[config.mk]
export PLATFORM = sky130hd
export DESIGN_NAME = ddpbd_queue
export DESIGN_NICKNAME = d
export VERILOG_FILES = /design/src/sv/ddpbd_pkg.sv /design/src/sv/ddpbd_queue.sv
export SDC_FILE = /design/constraint.sdc
export NUM_CORES = 1
export LEC_CHECK = 0
export ABC_AREA = 0
export BUFFER_PORTS_ARGS = -buffer_cell sky130_fd_sc_hd__buf_2
export CAP_MARGIN = 15
export CORE_ASPECT_RATIO = 0.7
export CORE_MARGIN = 4
export CORE_UTILIZATION = 61
export DETAILED_ROUTE_END_ITERATION = 8
export GPL_TIMING_DRIVEN = 0
export PLACE_DENSITY = 0.84
export SYNTH_ARGS = -nofsm -noshare
export SYNTH_HDL_FRONTEND = slang
export SYNTH_SLANG_ARGS = --single-unit
[constraint.sdc]
create_clock -name clk -period 5.55 [get_ports clk]
set_clock_uncertainty 0.15 [all_clocks]
set_input_delay 0.555 -clock clk [delete_from_list [all_inputs] [get_ports clk]]
set_output_delay 0.555 -clock clk [all_outputs]
set_load 0.005 [all_outputs]
[src/sv/ddpbd_pkg.sv]
`timescale 1ns / 1ps
// ----------------------------------------------------------------------------
// ddpbd_pkg
// Shared constants, command codes and the front-to-back command type of the
// 4-bit differential PCM block decoder.
// ----------------------------------------------------------------------------
package ddpbd_pkg;

  localparam int BLOCK_SAMPLES = 32;
  localparam int MAP_COUNT     = 64;
  localparam int MAP_ENTRIES   = 16;
  localparam int BLOCK_BYTES   = 2 + (BLOCK_SAMPLES + 1) / 2;
  localparam int TABLE_DEPTH   = MAP_COUNT * MAP_ENTRIES;

  localparam int ADDR_W = $clog2(TABLE_DEPTH);
  localparam int MAP_W  = $clog2(MAP_COUNT);
  localparam int NIB_W  = $clog2(MAP_ENTRIES);
  localparam int POS_W  = $clog2(BLOCK_BYTES);
  localparam int CNT_W  = POS_W + 1;
  localparam int SMP_W  = 16;

  localparam int QUEUE_DEPTH = 4;
  localparam int QPTR_W      = $clog2(QUEUE_DEPTH);

  // command kinds
  localparam logic [1:0] CMD_TWR   = 2'd0;
  localparam logic [1:0] CMD_START = 2'd1;
  localparam logic [1:0] CMD_DEC   = 2'd2;

  typedef struct packed {
    logic [1:0]        kind;
    logic [ADDR_W-1:0] addr;
    logic [SMP_W-1:0]  data;
    logic              order;
    logic              last;
  } cmd_t;

endpackage

[src/sv/ddpbd_queue.sv]
`timescale 1ns / 1ps
// ----------------------------------------------------------------------------
// ddpbd_queue
// Short command queue between the byte front end and the sample back end.
// ----------------------------------------------------------------------------
module ddpbd_queue (
  input  logic              clk,
  input  logic              rst_n,
  input  logic              push,
  input  ddpbd_pkg::cmd_t   push_cmd,
  output logic              full,
  input  logic              pop,
  output logic              head_valid,
  output ddpbd_pkg::cmd_t   head_cmd
);

  ddpbd_pkg::cmd_t                  ent_r [ddpbd_pkg::QUEUE_DEPTH];
  logic [ddpbd_pkg::QPTR_W-1:0]     wptr_r;
  logic [ddpbd_pkg::QPTR_W-1:0]     rptr_r;
  logic [ddpbd_pkg::QPTR_W:0]       cnt_r;
  logic [ddpbd_pkg::QPTR_W:0]       cnt_nxt;

  assign full       = (cnt_r == (ddpbd_pkg::QPTR_W + 1)'(ddpbd_pkg::QUEUE_DEPTH));
  assign head_valid = (cnt_r != '0);
  assign head_cmd   = ent_r[rptr_r];

  always_comb begin
    cnt_nxt = cnt_r;
    if (push && !pop) begin
      cnt_nxt = cnt_r + 1'b1;
    end else if (pop && !push) begin
      cnt_nxt = cnt_r - 1'b1;
    end
  end

  always_ff @(posedge clk) begin
    if (push) begin
      ent_r[wptr_r] <= push_cmd;
    end
  end

  always_ff @(posedge clk) begin
    if (!rst_n) begin
      wptr_r <= '0;
      rptr_r <= '0;
      cnt_r  <= '0;
    end else begin
      if (push) begin
        wptr_r <= wptr_r + 1'b1;
      end
      if (pop) begin
        rptr_r <= rptr_r + 1'b1;
      end
      cnt_r <= cnt_nxt;
    end
  end

  a_no_push_full: assert property (@(posedge clk) disable iff (!rst_n)
    full |-> !push || pop)
    else $error("queue push while full");

  a_no_pop_empty: assert property (@(posedge clk) disable iff (!rst_n)
    pop |-> head_valid)
    else $error("queue pop while empty");

endmodule

==> summary.txt <==
CTS
  – CTS root buf: clkbuf_8
  – Hold-fix buffers, CTS: 0
  – Longest Clk Path Bufs: 2
  – Post-CTS Setup Bufs: 0
  – Post-cts sizing count: 0
  – CTS tree: yes
  – CTS Buf Count: 17
  – H-Tree Level Count: 4
  – Total clock sinks: 129
  – Clk_lat worst skew: about 500 ps
  – Reg clk slew, reported paths: around 60 ps

Logic synthesis
  – Post-Synthesis Cells: 199
  – Yosys Warn Count: 0
  – Synth area leaders: edfxtp_1 (75%), mux4_2 (14%), dfxtp_1 (3.8%), ha_1 (1.3%), and2_1 (1.2%)
  – Mapped Area: 4770 um2
  – Area share of the largest cell type after synthesis: 0.755
  – Post-synth cell types: 18
  – Mean Syn Cell Area: between 20 and 25 um2
  – Syn nets: 239
  – Synth area leader: edfxtp_1
  – Seq/Total Area, Yosys: 0.792
  – Synthesized flop and latch total: around 130

Timing
  – Shortest period the worst path allows: 2520 ps
  – # setup viols final: 0
  – Fin. max-slew vios: 0
  – Max-slew headroom: 0.457
  – Fmax: between 300 and 400 MHz
  – Tcrit/Tclk final: 0.454
  – Worst slew pin tran: 815 ps
  – Hold_ws: 115 ps
  – RSZ-0062 raised after global routing: no
  – Hold Fails Final Rpt: 0
  – Setup ws final: ~3000 ps
  – Setup TNS: 0 ps

Place
  – Port Buffers: 65
  – HPWL Detailed: just under 5 mm
  – Pre-CTS WS: ~3300 ps
  – Dpl cells: 362
  – Final Wtd Congestion: 0.673
  – DP Area: about 5200 um2

Global route
  – Initial antenna violation count: 0
  – Number of global-route vias before repair: between 2k and 2.5k
  – Largest net degree at the start of global routing: 31
  – Global route total overflow: 0
  – First-pass GRT wire length: ~13 mm
  – Global Route Usage Sum: 0.200

Layout
  – Fill count: 371
  – Commonest cells after routing, fill and taps aside: edfxtp_1 (120), buf_2 (68), mux4_2 (30)
  – Finished Layout Cells: ~390
  – Final Instance Area: a little under 6000 um2
  – Diodes inserted: 0
  – Fin nets: about 320
  – Leading cell type in the layout, fill and taps excluded: edfxtp_1
  – Layout cell share with drive strength beyond 1: 0.443
  – Layout area overhead: 22.8%

Floorplanning
  – Starting density of the core: 0.641
  – Die Width: 114 um
  – Ports: 66
  – Core area: 7450 um2
  – Number of placement rows: 26
  – Die extent in y: between 80 and 90 um
  – Die ar.: ~9300 um2

Critical path
  – Worst Setup Path Type: reg2out
  – Critical Path AT: ~1800 ps
  – Crit end category: output port
  – Crit-path max FO: 10
  – RR Startpoint: wptr_r[0]
  – Data required time of the worst path: slightly below 5000 ps
  – CP Launch Type: flip-flop

Detailed routing
  – Number of iterations in the first detailed-routing pass: 4
  – Final WL: about 8 mm
  – Routed vias/inst: 5.68
  – Final ANT Viol Nets: 0
  – Initial drt markers: 97
  – Top Metal Used: met4
  – Wire length on met3: a little over 600 um
  – Met1 WL: ~3.6 mm
  – Met2 wire length: around 4 mm
  – DRC viols: 0
  – Vias: 2237
  – DR WL/cell: ~21 um

Status
  – Status: finished clean

Pwr
  – PD cells: around 430 nW/um2
  – Pleak: 2.07 nW
  – Maximum VDD drop: approximately 0.00028 V

Min path
  – HP Start: push_cmd[18]
  – Worst Hold Class: in2reg

Flow run
  – Max-cap check violation count: 0
-- state kept, by name (all words and copies together) (netlist names), named ones only --
signal  cells
ent_r     120
wptr_r      2
rptr_r      2
cnt_r       3
-- worst max-delay path, cell delays in order (launching register included) --
cell	delay [ps]
dfxtp_1	400
buf_6	220
mux4_2	550
buf_2	150
-- through the flow --
| stage | power, W | util |
|---|---|---|
| after global routing | 0.00261 | 0.787 |
| after CTS | 0.00254 | 0.787 |
| after detailed placement | 0.00135 | 0.702 |
| final | 0.00252 | 0.787 |
| after global placement | 0.00134 | 0.701 |
| after floorplan | 0.00127 | - |
-- synthesized netlist by cell type --
library cell  number
nand2_1            1
a21boi_0           1
nor2b_1            2
edfxtp_1         120
buf_2              3
mux4_2            30
mux2i_1            2
nor3b_1            1
dfxtp_1            9
ha_1               5
xnor2_1            2
buf_6              3
o21ai_0            1
inv_1              4
fa_1               1
or3_1              2
and2_1             9
xor2_1             3
-- per-layer routing --
layer	vias up	global-route usage
met3	6	0.0781
met5	-	0
li1	993	-
met2	97	0.324
met4	0	0.0588
met1	1141	0.257
-- cells by family (layout without fill, tap and decap cells) --
| family | after synthesis | count (layout) | synth area share |
|---|---|---|---|
| multiplexers | 32 | 32 | 0.146 |
| AO/OA/AOI/OAI | 2 | 2 | 0.00262 |
| flip-flops | 129 | 129 | 0.792 |
| adder cells (fa/ha/maj) | 6 | 6 | 0.0173 |
| buffers and inverters | 10 | 107 | 0.0134 |
| XOR/XNOR | 5 | 5 | 0.00917 |
| AND/OR/NAND/NOR | 15 | 15 | 0.0194 |
-- power breakdown --
part / internal (W) / switching (W)
clock: 0.000812 / 0.000379
sequential: 0.00112 / 0.0000183
combinational: 0.000102 / 0.0000962
-- layout make-up --
class	instances	area, um2	area share
sequential	129	3780	0.645
multi-input combinational	60	932	0.159
clock buffer	19	422	0.0719
timing repair buffer	65	325	0.0555
clock inverter	13	215	0.0367
tap	98	123	0.0209
buffer	6	48.8	0.00832
inverter	4	15.0	0.00256
-- final timing paths --
check / to / slack [ps] / depth (start not counted)
worst max-delay path: head_cmd[1] / 3030 / 3
worst min-delay path: ent_r[3][18] / 110 / 1
worst max register to register: ent_r[0][22] / 3750 / 3
worst min register to register: cnt_r[2] / 390 / 2
(Power assumes the default switching activity.)
