**src/sv/ddpbd_pkg.sv**
```systemverilog
`timescale 1ns / 1ps
// ----------------------------------------------------------------------------
// ddpbd_pkg
// Shared constants, command codes and the front-to-back command type of the
// 4-bit differential PCM block decoder.
// ----------------------------------------------------------------------------
package ddpbd_pkg;

  localparam int BLOCK_SAMPLES = 32;
  localparam int MAP_COUNT     = 64;
  localparam int MAP_ENTRIES   = 16;
  localparam int BLOCK_BYTES   = 2 + (BLOCK_SAMPLES + 1) / 2;
  localparam int TABLE_DEPTH   = MAP_COUNT * MAP_ENTRIES;

  localparam int ADDR_W = $clog2(TABLE_DEPTH);
  localparam int MAP_W  = $clog2(MAP_COUNT);
  localparam int NIB_W  = $clog2(MAP_ENTRIES);
  localparam int POS_W  = $clog2(BLOCK_BYTES);
  localparam int CNT_W  = POS_W + 1;
  localparam int SMP_W  = 16;

  localparam int QUEUE_DEPTH = 4;
  localparam int QPTR_W      = $clog2(QUEUE_DEPTH);

  // command kinds
  localparam logic [1:0] CMD_TWR   = 2'd0;
  localparam logic [1:0] CMD_START = 2'd1;
  localparam logic [1:0] CMD_DEC   = 2'd2;

  typedef struct packed {
    logic [1:0]        kind;
    logic [ADDR_W-1:0] addr;
    logic [SMP_W-1:0]  data;
    logic              order;
    logic              last;
  } cmd_t;

endpackage

```
**src/sv/ddpbd_front.sv**
```systemverilog
`timescale 1ns / 1ps
// ----------------------------------------------------------------------------
// ddpbd_front
// Accepts items, tracks the position in the block and turns table items and
// coded bytes into table-write, start or decode commands for the back end.
// ----------------------------------------------------------------------------
module ddpbd_front (
  input  logic                clk,
  input  logic                rst_n,
  input  logic                in_valid,
  output logic                in_stall,
  input  logic                in_req_type,
  input  logic [7:0]          in_code_byte,
  input  logic [9:0]          in_table_index,
  input  logic signed [15:0]  in_table_value,
  input  logic                q_full,
  output logic                push,
  output ddpbd_pkg::cmd_t     push_cmd
);

  logic [ddpbd_pkg::POS_W-1:0] pos_r, pos_nxt;
  logic [7:0]                  lowb_r, lowb_nxt;
  logic [ddpbd_pkg::MAP_W-1:0] map_r, map_nxt;
  logic                        order_r, order_nxt;
  logic                        pend_r, pend_nxt;
  ddpbd_pkg::cmd_t             pend_cmd_r, pend_cmd_nxt;
  logic                        accept;
  logic [ddpbd_pkg::POS_W:0]   pos_inc;
  logic [ddpbd_pkg::CNT_W-1:0] cnt;
  logic [ddpbd_pkg::CNT_W-1:0] bs_c;

  assign in_stall = pend_r || q_full;
  assign accept   = in_valid && !in_stall;
  assign pos_inc  = {1'b0, pos_r} + 1'b1;
  // samples already emitted before this byte
  assign cnt      = ddpbd_pkg::CNT_W'({pos_r, 1'b0}) - ddpbd_pkg::CNT_W'(4);
  assign bs_c     = ddpbd_pkg::CNT_W'(ddpbd_pkg::BLOCK_SAMPLES);

  always_comb begin
    pos_nxt      = pos_r;
    lowb_nxt     = lowb_r;
    map_nxt      = map_r;
    order_nxt    = order_r;
    pend_nxt     = pend_r;
    pend_cmd_nxt = pend_cmd_r;
    push         = 1'b0;
    push_cmd     = '0;
    if (pend_r && !q_full) begin
      push     = 1'b1;
      push_cmd = pend_cmd_r;
      pend_nxt = 1'b0;
    end
    if (accept) begin
      if (in_req_type) begin
        push          = 1'b1;
        push_cmd.kind = ddpbd_pkg::CMD_TWR;
        push_cmd.addr = in_table_index;
        push_cmd.data = in_table_value;
      end else if (pos_r == '0) begin
        lowb_nxt = in_code_byte;
        pos_nxt  = ddpbd_pkg::POS_W'(1);
      end else if (pos_r == ddpbd_pkg::POS_W'(1)) begin
        push          = 1'b1;
        push_cmd.kind = ddpbd_pkg::CMD_START;
        push_cmd.data = {in_code_byte, lowb_r};
        pos_nxt       = ddpbd_pkg::POS_W'(2);
      end else if (pos_r == ddpbd_pkg::POS_W'(2)) begin
        map_nxt        = {lowb_r[2:0], in_code_byte[7:5]};
        order_nxt      = in_code_byte[4];
        push           = 1'b1;
        push_cmd.kind  = ddpbd_pkg::CMD_DEC;
        push_cmd.addr  = {map_nxt, in_code_byte[3:0]};
        push_cmd.order = order_nxt;
        push_cmd.last  = 1'(ddpbd_pkg::BLOCK_SAMPLES <= 2);
        pos_nxt        = ddpbd_pkg::POS_W'(3);
      end else begin
        push           = 1'b1;
        push_cmd.kind  = ddpbd_pkg::CMD_DEC;
        push_cmd.addr  = {map_r, in_code_byte[7:4]};
        push_cmd.order = order_r;
        push_cmd.last  = ((cnt + 1'b1) >= bs_c);
        if ((cnt + 1'b1) < bs_c) begin
          pend_nxt           = 1'b1;
          pend_cmd_nxt.kind  = ddpbd_pkg::CMD_DEC;
          pend_cmd_nxt.addr  = {map_r, in_code_byte[3:0]};
          pend_cmd_nxt.data  = '0;
          pend_cmd_nxt.order = order_r;
          pend_cmd_nxt.last  = ((cnt + 2'd2) >= bs_c);
        end
        if (pos_inc >= (ddpbd_pkg::POS_W + 1)'(ddpbd_pkg::BLOCK_BYTES)) begin
          pos_nxt = '0;
        end else begin
          pos_nxt = pos_inc[ddpbd_pkg::POS_W-1:0];
        end
      end
    end
  end

  always_ff @(posedge clk) begin
    pend_cmd_r <= pend_cmd_nxt;
  end

  always_ff @(posedge clk) begin
    if (!rst_n) begin
      pos_r   <= '0;
      lowb_r  <= '0;
      map_r   <= '0;
      order_r <= 1'b0;
      pend_r  <= 1'b0;
    end else begin
      pos_r   <= pos_nxt;
      lowb_r  <= lowb_nxt;
      map_r   <= map_nxt;
      order_r <= order_nxt;
      pend_r  <= pend_nxt;
    end
  end

  a_pend_only_after_byte: assert property (@(posedge clk) disable iff (!rst_n)
    $rose(pend_r) |-> $past(accept) && !$past(in_req_type))
    else $error("second nibble pending without a coded byte");

  a_pos_in_range: assert property (@(posedge clk) disable iff (!rst_n)
    {1'b0, pos_r} < (ddpbd_pkg::POS_W + 1)'(ddpbd_pkg::BLOCK_BYTES))
    else $error("block position out of range");

endmodule

```
**config.mk**
```make
export PLATFORM = sky130hd
export DESIGN_NAME = ddpbd_front
export DESIGN_NICKNAME = d
export VERILOG_FILES = /design/src/sv/ddpbd_pkg.sv /design/src/sv/ddpbd_front.sv
export SDC_FILE = /design/constraint.sdc
export NUM_CORES = 1
export LEC_CHECK = 0
export BUFFER_PORTS_ARGS = -buffer_cell sky130_fd_sc_hd__buf_4
export CORE_MARGIN = 5
export CORE_UTILIZATION = 50
export DETAILED_ROUTE_END_ITERATION = 7
export HOLD_SLACK_MARGIN = 0.03
export PLACE_DENSITY_LB_ADDON = 0.2
export REMOVE_ABC_BUFFERS = 1
export SETUP_SLACK_MARGIN = 0.1
export SLEW_MARGIN = 30
export SYNTH_ARGS = -nofsm -noshare
export SYNTH_HDL_FRONTEND = slang
export SYNTH_SLANG_ARGS = --single-unit
export TNS_END_PERCENT = 1
```
**constraint.sdc**
```tcl
create_clock -name clk -period 2.5 [get_ports clk]
set_input_delay 0.25 -clock clk [delete_from_list [all_inputs] [get_ports clk]]
set_output_delay 0.25 -clock clk [all_outputs]
set_load 0.01 [all_outputs]
```
==> flow_summary.yaml, run 1 <==
global_route:
  grt_max_degree: 24
  grt_pass1_wl_um: 8424
  antenna_found_initial: 0
  gr-total-overflow: 0
  grt_pass1_vias: 1808
  grt_usage_pct: 20.00
logic_synthesis:
  yosysWarnings: 0
  ys_seq_elements: 33
  post_synth_main_area_contributors: "dfxtp_1 20%, edfxtp_1 17%, mux2i_1 12%, a22o_1 11%, nor2b_1 4.8%"
  yosysSeqAreaShare_pct: 37.70
  synth_cells: 210
  synth_top_area_cell: "dfxtp_1"
  ys_types: 48
  synth_top_area_share_pct: 20.30
  synth_area_mm2: 0.002071
  ys.flop_type: "dfxtp_1"
  synth_edf_count: 12
  async_flop_share_pct: 0
  avgSynthCellArea_um2: 9.861
outcome:
  status: "finished clean"
sta:
  hold_viol_final: 0
  period_needed_ns: 2.318
  rsz0062_at_grt: "yes"
  max-slew-margin-rel_pct: 57.03
  fmax_mhz: 431.5
  setup_tns_ns: 0
  period_share_pct: 92.70
  finalSetupViolations: 0
  drv_slew: 0
  worstMarginPinSlew_ns: 0.6445
  fin_skew_ns: 0.005787
clock_tree:
  clk_pin_slew_ns: 0.06
  clk_latency_ns: 0.28
  cts_root_buf: "clkbuf_8"
  clkSinkCount: 33
  cts_tree: "yes"
  cts_buffers: 5
  clk_path_buf_depth: 2
  cts_max_level: 2
route:
  drc_errors: 0
  wirelength_um: 5565
  drtAntennaViolNets: 0
  drt_iter0_drc: 71
  first_pass_iters: 4
  routed_via_density: 5.606
  wl_per_cell_um: 16.86
  vias: 1850
power_and_ir_drop:
  powerDensity_mw_per_mm2: 435.7
  leakage_nw: 1.309
  vdd_drop_max_mv: 0.2998
floorplan:
  pin_count: 71
  start_util_pct: 51.77
  core_area_mm2: 0.004000
  rows: 23
  fp.dieW_um: 74.36
  dieArea_mm2: 0.005529
  die_h_um: 74.36
worst_setup_path:
  worst-setup-path-type: "reg -> out"
  crit_required_ns: 2.25
  worstSetupStartpointType: "flop"
  crit_path_end_kind: "primary output"
  critPathArrivalTime_ns: 2.07
  crit_fanout: 11
placement:
  portBuffers: 70
  routabilityCongestion: 0.9652
  post-dp-hpwl_um: 3987
  placed_area_mm2: 0.002633
layout:
  synthToLayoutAreaGrowth_pct: 33.84
  antenna_cells: 0
  layout-drive-gt1-share_pct: 36.43
  nets: 325
  stdcell_area_mm2: 0.002771
min_path:
  min_path_type: "in -> reg"
flow_run:
  cap_violations: 0
[layer usage]
layer  part of all wire [%]  track usage, %  vias up
met4                    1.0           6.719        0
met1                     46           26.05      865
met2                     46           33.17       59
met3                    6.8           4.189        8
met5                      0               0        -
li1                       -               -      918
[per-stage QoR]
step | hold slack [ns] | cells | setup WS [ns] | utilization (%) | power [mW]
6_report | 0.1757 | 330 | 0.1824 | 69.28 | 1.207
5_1_grt | 0.1589 | 330 | 0.09207 | 69.28 | 1.262
4_1_cts | 0.1654 | 330 | 0.08010 | 68.78 | 1.215
3_5_place_dp | 0.4399 | 321 | 0.2507 | 65.81 | 0.7374
3_3_place_gp | 0.4314 | 321 | 0.3194 | 65.81 | 0.7348
2_1_floorplan | 0.3489 | 195 | -0.2960 | - | 0.6421
[registers in the layout, indices dropped and copies added (netlist names)]
register and flops:
map_r 6, pos_r 5, order_r 1, lowb_r 8
pend_cmd_r 12, pend_r 1
[power by group]
group	leakage [nW]	internal (mW)	switching (mW)	total [mW]
clock network	0.0528	0.294	0.183	0.477
logic	0.978	0.0931	0.0731	0.166
registers	0.278	0.559	0.00462	0.564
[layout make-up]
class	count	area, um2
well taps	50	62.56
flip-flops and latches	33	784.5
fillers	319	1229
multi-input cells	157	1221
clock inverters	2	33.78
clock buffers	6	72.57
inverters	5	18.77
repair buffers	77	578.1
[worst max-delay path, cell delays in order (launching register included)]
cell and delay (ns):
dfxtp_1 0.50, nor3_1 0.11, buf_4 0.20, nand2_1 0.08
buf_4 0.22, mux2i_1 0.23, o21ai_0 0.09, a22o_1 0.23
buf_4 0.14
[Yosys cell counts, types with 2 or more instances]
cell      count
ha_1          7
a22o_1       26
nor3b_1       2
a21boi_0      2
inv_1         5
xnor2_1       3
nor2_1        5
nor2b_1      16
and3_1        2
buf_2         6
nand3_1       3
a21o_1        2
nor3_1        2
o21a_1        2
nand2_1      17
edfxtp_1     12
or2_2         2
dfxtp_1      21
buf_4         2
mux2i_1      24
o21ai_0      15
clkbuf_1      7
a21oi_4       2
[path summary, 6_finish.rpt]
check / start / to / slack [ns] / cells after the start
setup / recovery: pos_r[4] / push_cmd[22] / 0.18 / 8
hold / removal: in_code_byte[1] / pend_cmd_r[19] / 0.18 / 1
hold reg to reg: map_r[4] / pend_cmd_r[26] / 0.45 / 0
setup reg to reg: pos_r[1] / pos_r[0] / 0.39 / 7
[cells in the final DEF (no fill, tap or decap), drive strengths merged, types with 4 or more instances in the layout]
cell | netlist | routed
o21ai | 15 | 15
nand3 | 4 | 4
ha | 7 | 7
edfxtp | 12 | 12
buf | 8 | 77
mux2i | 24 | 24
clkbuf | 7 | 6
dfxtp | 21 | 21
nand2 | 17 | 17
nor2b | 16 | 16
inv | 5 | 5
a22o | 26 | 26
nor2 | 5 | 5
[what timing repair did]
action / CTS / global route
hold endpoints to repair: 0 / 0
gates resized for setup: 3 / 8
hold buffers: 0 / 0
endpoints found under the setup margin: 12 / 12
buffers inserted: 1 / 0
pin swaps: 1 / 0
[cells by family after synthesis]
| kind of cell | after synthesis | synth area share [%] |
|---|---|---|
| muxes | 24 | 11.60 |
| AOI/OAI and AO/OA | 61 | 23.26 |
| and+or+nand+nor | 62 | 17.58 |
| DFF | 33 | 37.70 |
| buffers and inverters | 20 | 4.351 |
| xor gates and xnor gates | 3 | 1.269 |
| adders and majority gates | 7 | 4.229 |
Note: power is estimated with default switching activity, not from simulation.
==> run 2, diff against run 1 <==
Settings changed: PLACE_DENSITY set to 0.82, PLACE_DENSITY_LB_ADDON 0.2 to not set, RECOVER_POWER set to 100.
==> flow_summary.yaml, run 2 (synthesized netlist as in run 1, its figures left out) <==
placement:
  routabilityCongestion: 0.8688
  post-dp-hpwl_um: 4017
  portBuffers: 70
  placedCellCount: 322
layout:
  mostFrequentLayoutCells: "57 x buf_4, 26 x a22o_1, 24 x mux2i_1"
  final_common_cell: "buf_4"
  n_fill_cell: 346
  regMostFlops: "pend_cmd_r"
  largest_reg_flops: 12
  multiInputGateArea_mm2: 0.001205
  antenna_cells: 0
  layout-drive-gt1-share_pct: 27.56
  synthToLayoutAreaGrowth_pct: 29.61
  final_cells: 333
  nets: 328
  seq_area_um2: 785.8
  reg_top3: "pend_cmd_r x12, lowb_r x8, map_r x6"
route:
  routed_via_density: 5.613
  drtAntennaViolNets: 0
  first_pass_iters: 4
  wirelength_um: 5679
  drc_errors: 0
  drt_iter0_drc: 125
  wl_per_cell_um: 17.05
  vias: 1869
sta:
  hold_slack_ns: 0.2557
  worstMarginPinSlew_ns: 0.6979
  period_needed_ns: 2.346
  fmax_mhz: 426.3
  drv_slew: 0
  period_share_pct: 93.84
  finalSetupViolations: 0
  max-slew-margin-rel_pct: 53.47
  fin_skew_ns: 0.004374
  hold_viol_final: 0
  rsz0062_at_grt: "yes"
global_route:
  antenna_found_initial: 0
  grt_pass1_vias: 1821
  grt_max_degree: 24
  grt_usage_pct: 21.12
  grt_pass1_wl_um: 8811
  gr-total-overflow: 0
floorplan:
  start_util_pct: 51.77
  rows: 23
  pin_count: 71
  fp.dieW_um: 74.36
  core_area_mm2: 0.004000
  die_h_um: 74.36
  dieArea_mm2: 0.005529
worst_setup_path:
  critPathArrivalTime_ns: 2.10
  crit_family: "simple AND/OR/NAND/NOR gates"
  crit_buf_inv: 1
  worst-setup-path-type: "reg -> out"
  crit_path_end_kind: "primary output"
  worstSetupStartpointType: "flop"
  cp_cell_sequence: "or4b_1 -> a21o_2 -> a21oi_4 -> a221o_1 -> clkbuf_1"
  cpPeakStageDelay_ns: 0.69
  slowest_stage: "or4b_1"
  crit_fanout: 6
  crit_required_ns: 2.25
power_and_ir_drop:
  p_total_mw: 1.133
  vdd_drop_max_mv: 0.3976
  powerDensity_mw_per_mm2: 422.3
  leakage_nw: 1.233
clock_tree:
  clk_pin_slew_ns: 0.07
  hold_buffers: 0
  cts_max_level: 2
  clk_latency_ns: 0.29
  clkSinkCount: 33
  clk_path_buf_depth: 2
  cts_tree: "yes"
  cts_buffers: 5
  cts_root_buf: "clkbuf_8"
flow_run:
  cap_violations: 0
min_path:
  min_path_type: "in -> reg"
outcome:
  status: "finished clean"
## run 2: cell types whose count changed in the layout (fill, tap and decap cells not counted), moves of 2 or more
cell      delta
clkbuf_1    +22
buf_4       -20
clkbuf_4     +2
dfxtp_2      -2
## run 2: per-stage QoR
stage | setup WS (ns) | util, % | instance area [um2] | setup TNS, ns
final | 0.1540 | 67.09 | 2684 | 0
after global routing | 0.02275 | 67.09 | 2684 | 0
after CTS | 0.1028 | 68.78 | 2751 | 0
after detailed placement | 0.2697 | 66.00 | 2640 | 0
after global placement | 0.3431 | 66.00 | 2640 | 0
after floorplan | -0.2960 | - | 1999 | -5.720
## run 2: power breakdown
| part | internal (mW) | switching [mW] |
|---|---|---|
| Clock | 0.224 | 0.190 |
| Sequential | 0.558 | 0.00447 |
| Combinational | 0.0845 | 0.0721 |
| Total | 0.867 | 0.266 |
## run 2: what timing repair did
item                       4_1_cts  5_1_grt
gates cloned                     0        0
setup buffers                    2        1
setup endpoints to repair       12       28
resized for setup                4        7
## run 2: final timing paths
path,start,to,slack (ns),depth (start not counted)
max,pend_r,push_cmd[1],0.15,5
min,in_code_byte[1],pend_cmd_r[19],0.26,1
max reg2reg,pend_r,pend_cmd_r[24],0.25,3
min reg2reg,order_r,pend_cmd_r[1],0.46,0
## run 2: layout make-up
class | instances | area share [%]
Inverter | 5 | 0.6993
Clock buffer | 8 | 3.357
Tap cell | 50 | 2.331
Multi-Input combinational cell | 157 | 44.90
Sequential cell | 33 | 29.28
Timing Repair Buffer | 80 | 19.44
## run 2: layer usage
layer  track usage (%)  share of wire, %
met3             5.405               6.3
met5                 0                 0
met1             29.25                45
met2             32.38                47
met4             6.719               1.1
==> run 3, diff against run 2 <==
Settings changed: RECOVER_POWER 100 to not set.
==> flow_summary.yaml, run 3 (synthesized netlist as in run 1, its figures left out) <==
layout:
  regMostFlops: "pend_cmd_r"
  layout-drive-gt1-share_pct: 36.40
  mostFrequentLayoutCells: "80 x buf_4, 26 x a22o_1, 24 x mux2i_1"
  final_common_cell: "buf_4"
  synthToLayoutAreaGrowth_pct: 33.90
  stdcell_area_mm2: 0.002773
  largest_reg_flops: 12
  antenna_cells: 0
  reg_top3: "pend_cmd_r x12, lowb_r x8, map_r x6"
  n_fill_cell: 320
  nets: 328
power_and_ir_drop:
  leakage_nw: 1.320
  powerDensity_mw_per_mm2: 412.0
  vdd_drop_max_mv: 0.3825
route:
  wirelength_um: 5703
  drt_iter0_drc: 71
  drtAntennaViolNets: 0
  wl_per_cell_um: 17.13
  first_pass_iters: 4
  routed_via_density: 5.616
  drc_errors: 0
  vias: 1870
worst_setup_path:
  cpPeakStageDelay_ns: 0.69
  crit_fanout: 6
  reg2reg_slack_ns: 0.43
  rr_worst_depth: 7
  crit_path_end_kind: "primary output"
  rr_endpoint: "pos_r[0]"
  slowest_stage: "or4b_1"
  critPathArrivalTime_ns: 2.10
  rr_startpoint: "pos_r[1]"
  crit_family: "simple AND/OR/NAND/NOR gates"
  crit_required_ns: 2.25
  path_depth: 6
  worstSetupStartpointType: "flop"
  worst-setup-path-type: "reg -> out"
  crit_buf_inv: 2
  cp_cell_sequence: "or4b_1 -> a21o_2 -> a21oi_4 -> inv_1 -> o21ai_1 -> buf_4"
clock_tree:
  clkSinkCount: 33
  clk_pin_slew_ns: 0.07
  cts_tree: "yes"
  hold_buffers: 0
  clk_latency_ns: 0.29
  clk_path_buf_depth: 2
  cts_root_buf: "clkbuf_8"
  cts_max_level: 2
  cts_buffers: 5
global_route:
  grt_pass1_vias: 1821
  gr-total-overflow: 0
  grt_max_degree: 24
  antenna_found_initial: 0
  grt_usage_pct: 21.12
  grt_pass1_wl_um: 8811
floorplan:
  core_area_mm2: 0.004000
  pin_count: 71
  fp.dieW_um: 74.36
  dieArea_mm2: 0.005529
  die_h_um: 74.36
  rows: 23
  start_util_pct: 51.77
min_path:
  min_path_type: "in -> reg"
  hold-path-endpoint: "pend_cmd_r[20]"
  whs_path_depth: 1
  hold_start: "in_code_byte[2]"
sta:
  period_share_pct: 93.81
  hold_slack_ns: 0.1670
  max-slew-margin-rel_pct: 73.93
  period_needed_ns: 2.345
  worstMarginPinSlew_ns: 0.3812
  drv_slew: 0
  hold_viol_final: 0
  fin_skew_ns: 0.003411
  fmax_mhz: 426.4
  rsz0062_at_grt: "yes"
  finalSetupViolations: 0
placement:
  placed_area_mm2: 0.002640
  routabilityCongestion: 0.8688
  post-dp-hpwl_um: 4017
  portBuffers: 70
flow_run:
  cap_violations: 0
outcome:
  status: "finished clean"
run 3: changes by cell type in the layout (fill, tap and decap cells not counted), sizes merged:
cell    delta
buf       +23
clkbuf    -23
run 3: worst max-delay path by stage:
stage | start | slack, ns | to
after floorplan | pos_r[4] | -0.30 | push_cmd[22]
after global placement | pos_r[1] | 0.34 | push_cmd[23]
after detailed placement | pos_r[1] | 0.27 | push_cmd[20]
after CTS | pos_r[1] | 0.10 | push_cmd[0]
after global routing | pos_r[3] | 0.03 | push_cmd[20]
final | pend_r | 0.15 | push_cmd[0]
run 3: area by class of cell:
type	instances	area, um2	area share, %
repair buffers	80	600.6	21.66
flip-flops and latches	33	787.0	28.38
clock buffers	8	90.09	3.249
multi-input cells	157	1214	43.77
inverters	5	18.77	0.6769
well taps	50	62.56	2.256
run 3: routing by layer:
layer	global-route usage (%)	up-vias	wire length (um)
met5	0	-	0
met4	6.719	0	62
met3	5.405	6	393
met2	32.38	67	2702
met1	29.25	880	2544
li1	-	917	-
run 3: what timing repair did:
action / 4_1_cts / 5_1_grt
setup buffers: 2 / 1
endpoints found under the setup margin: 12 / 28
resized for setup: 4 / 7
run 3: per-stage QoR:
stage	utilization (%)	power, mW	std cells	setup WS (ns)	TNS (ns)
3_5_place_dp	66.00	0.7375	322	0.2697	0
6_report	69.32	1.142	333	0.1547	0
4_1_cts	68.78	1.149	332	0.1028	0
3_3_place_gp	66.00	0.7361	322	0.3431	0
5_1_grt	69.32	1.195	333	0.03492	0
2_1_floorplan	-	0.6421	195	-0.2960	-5.720
run 3: power breakdown:
group,switching [mW],internal [mW],leakage [nW],total (mW)
Combinational,0.0723,0.0932,0.996,0.166
Clock,0.190,0.224,0.0455,0.414
Sequential,0.00456,0.558,0.278,0.563
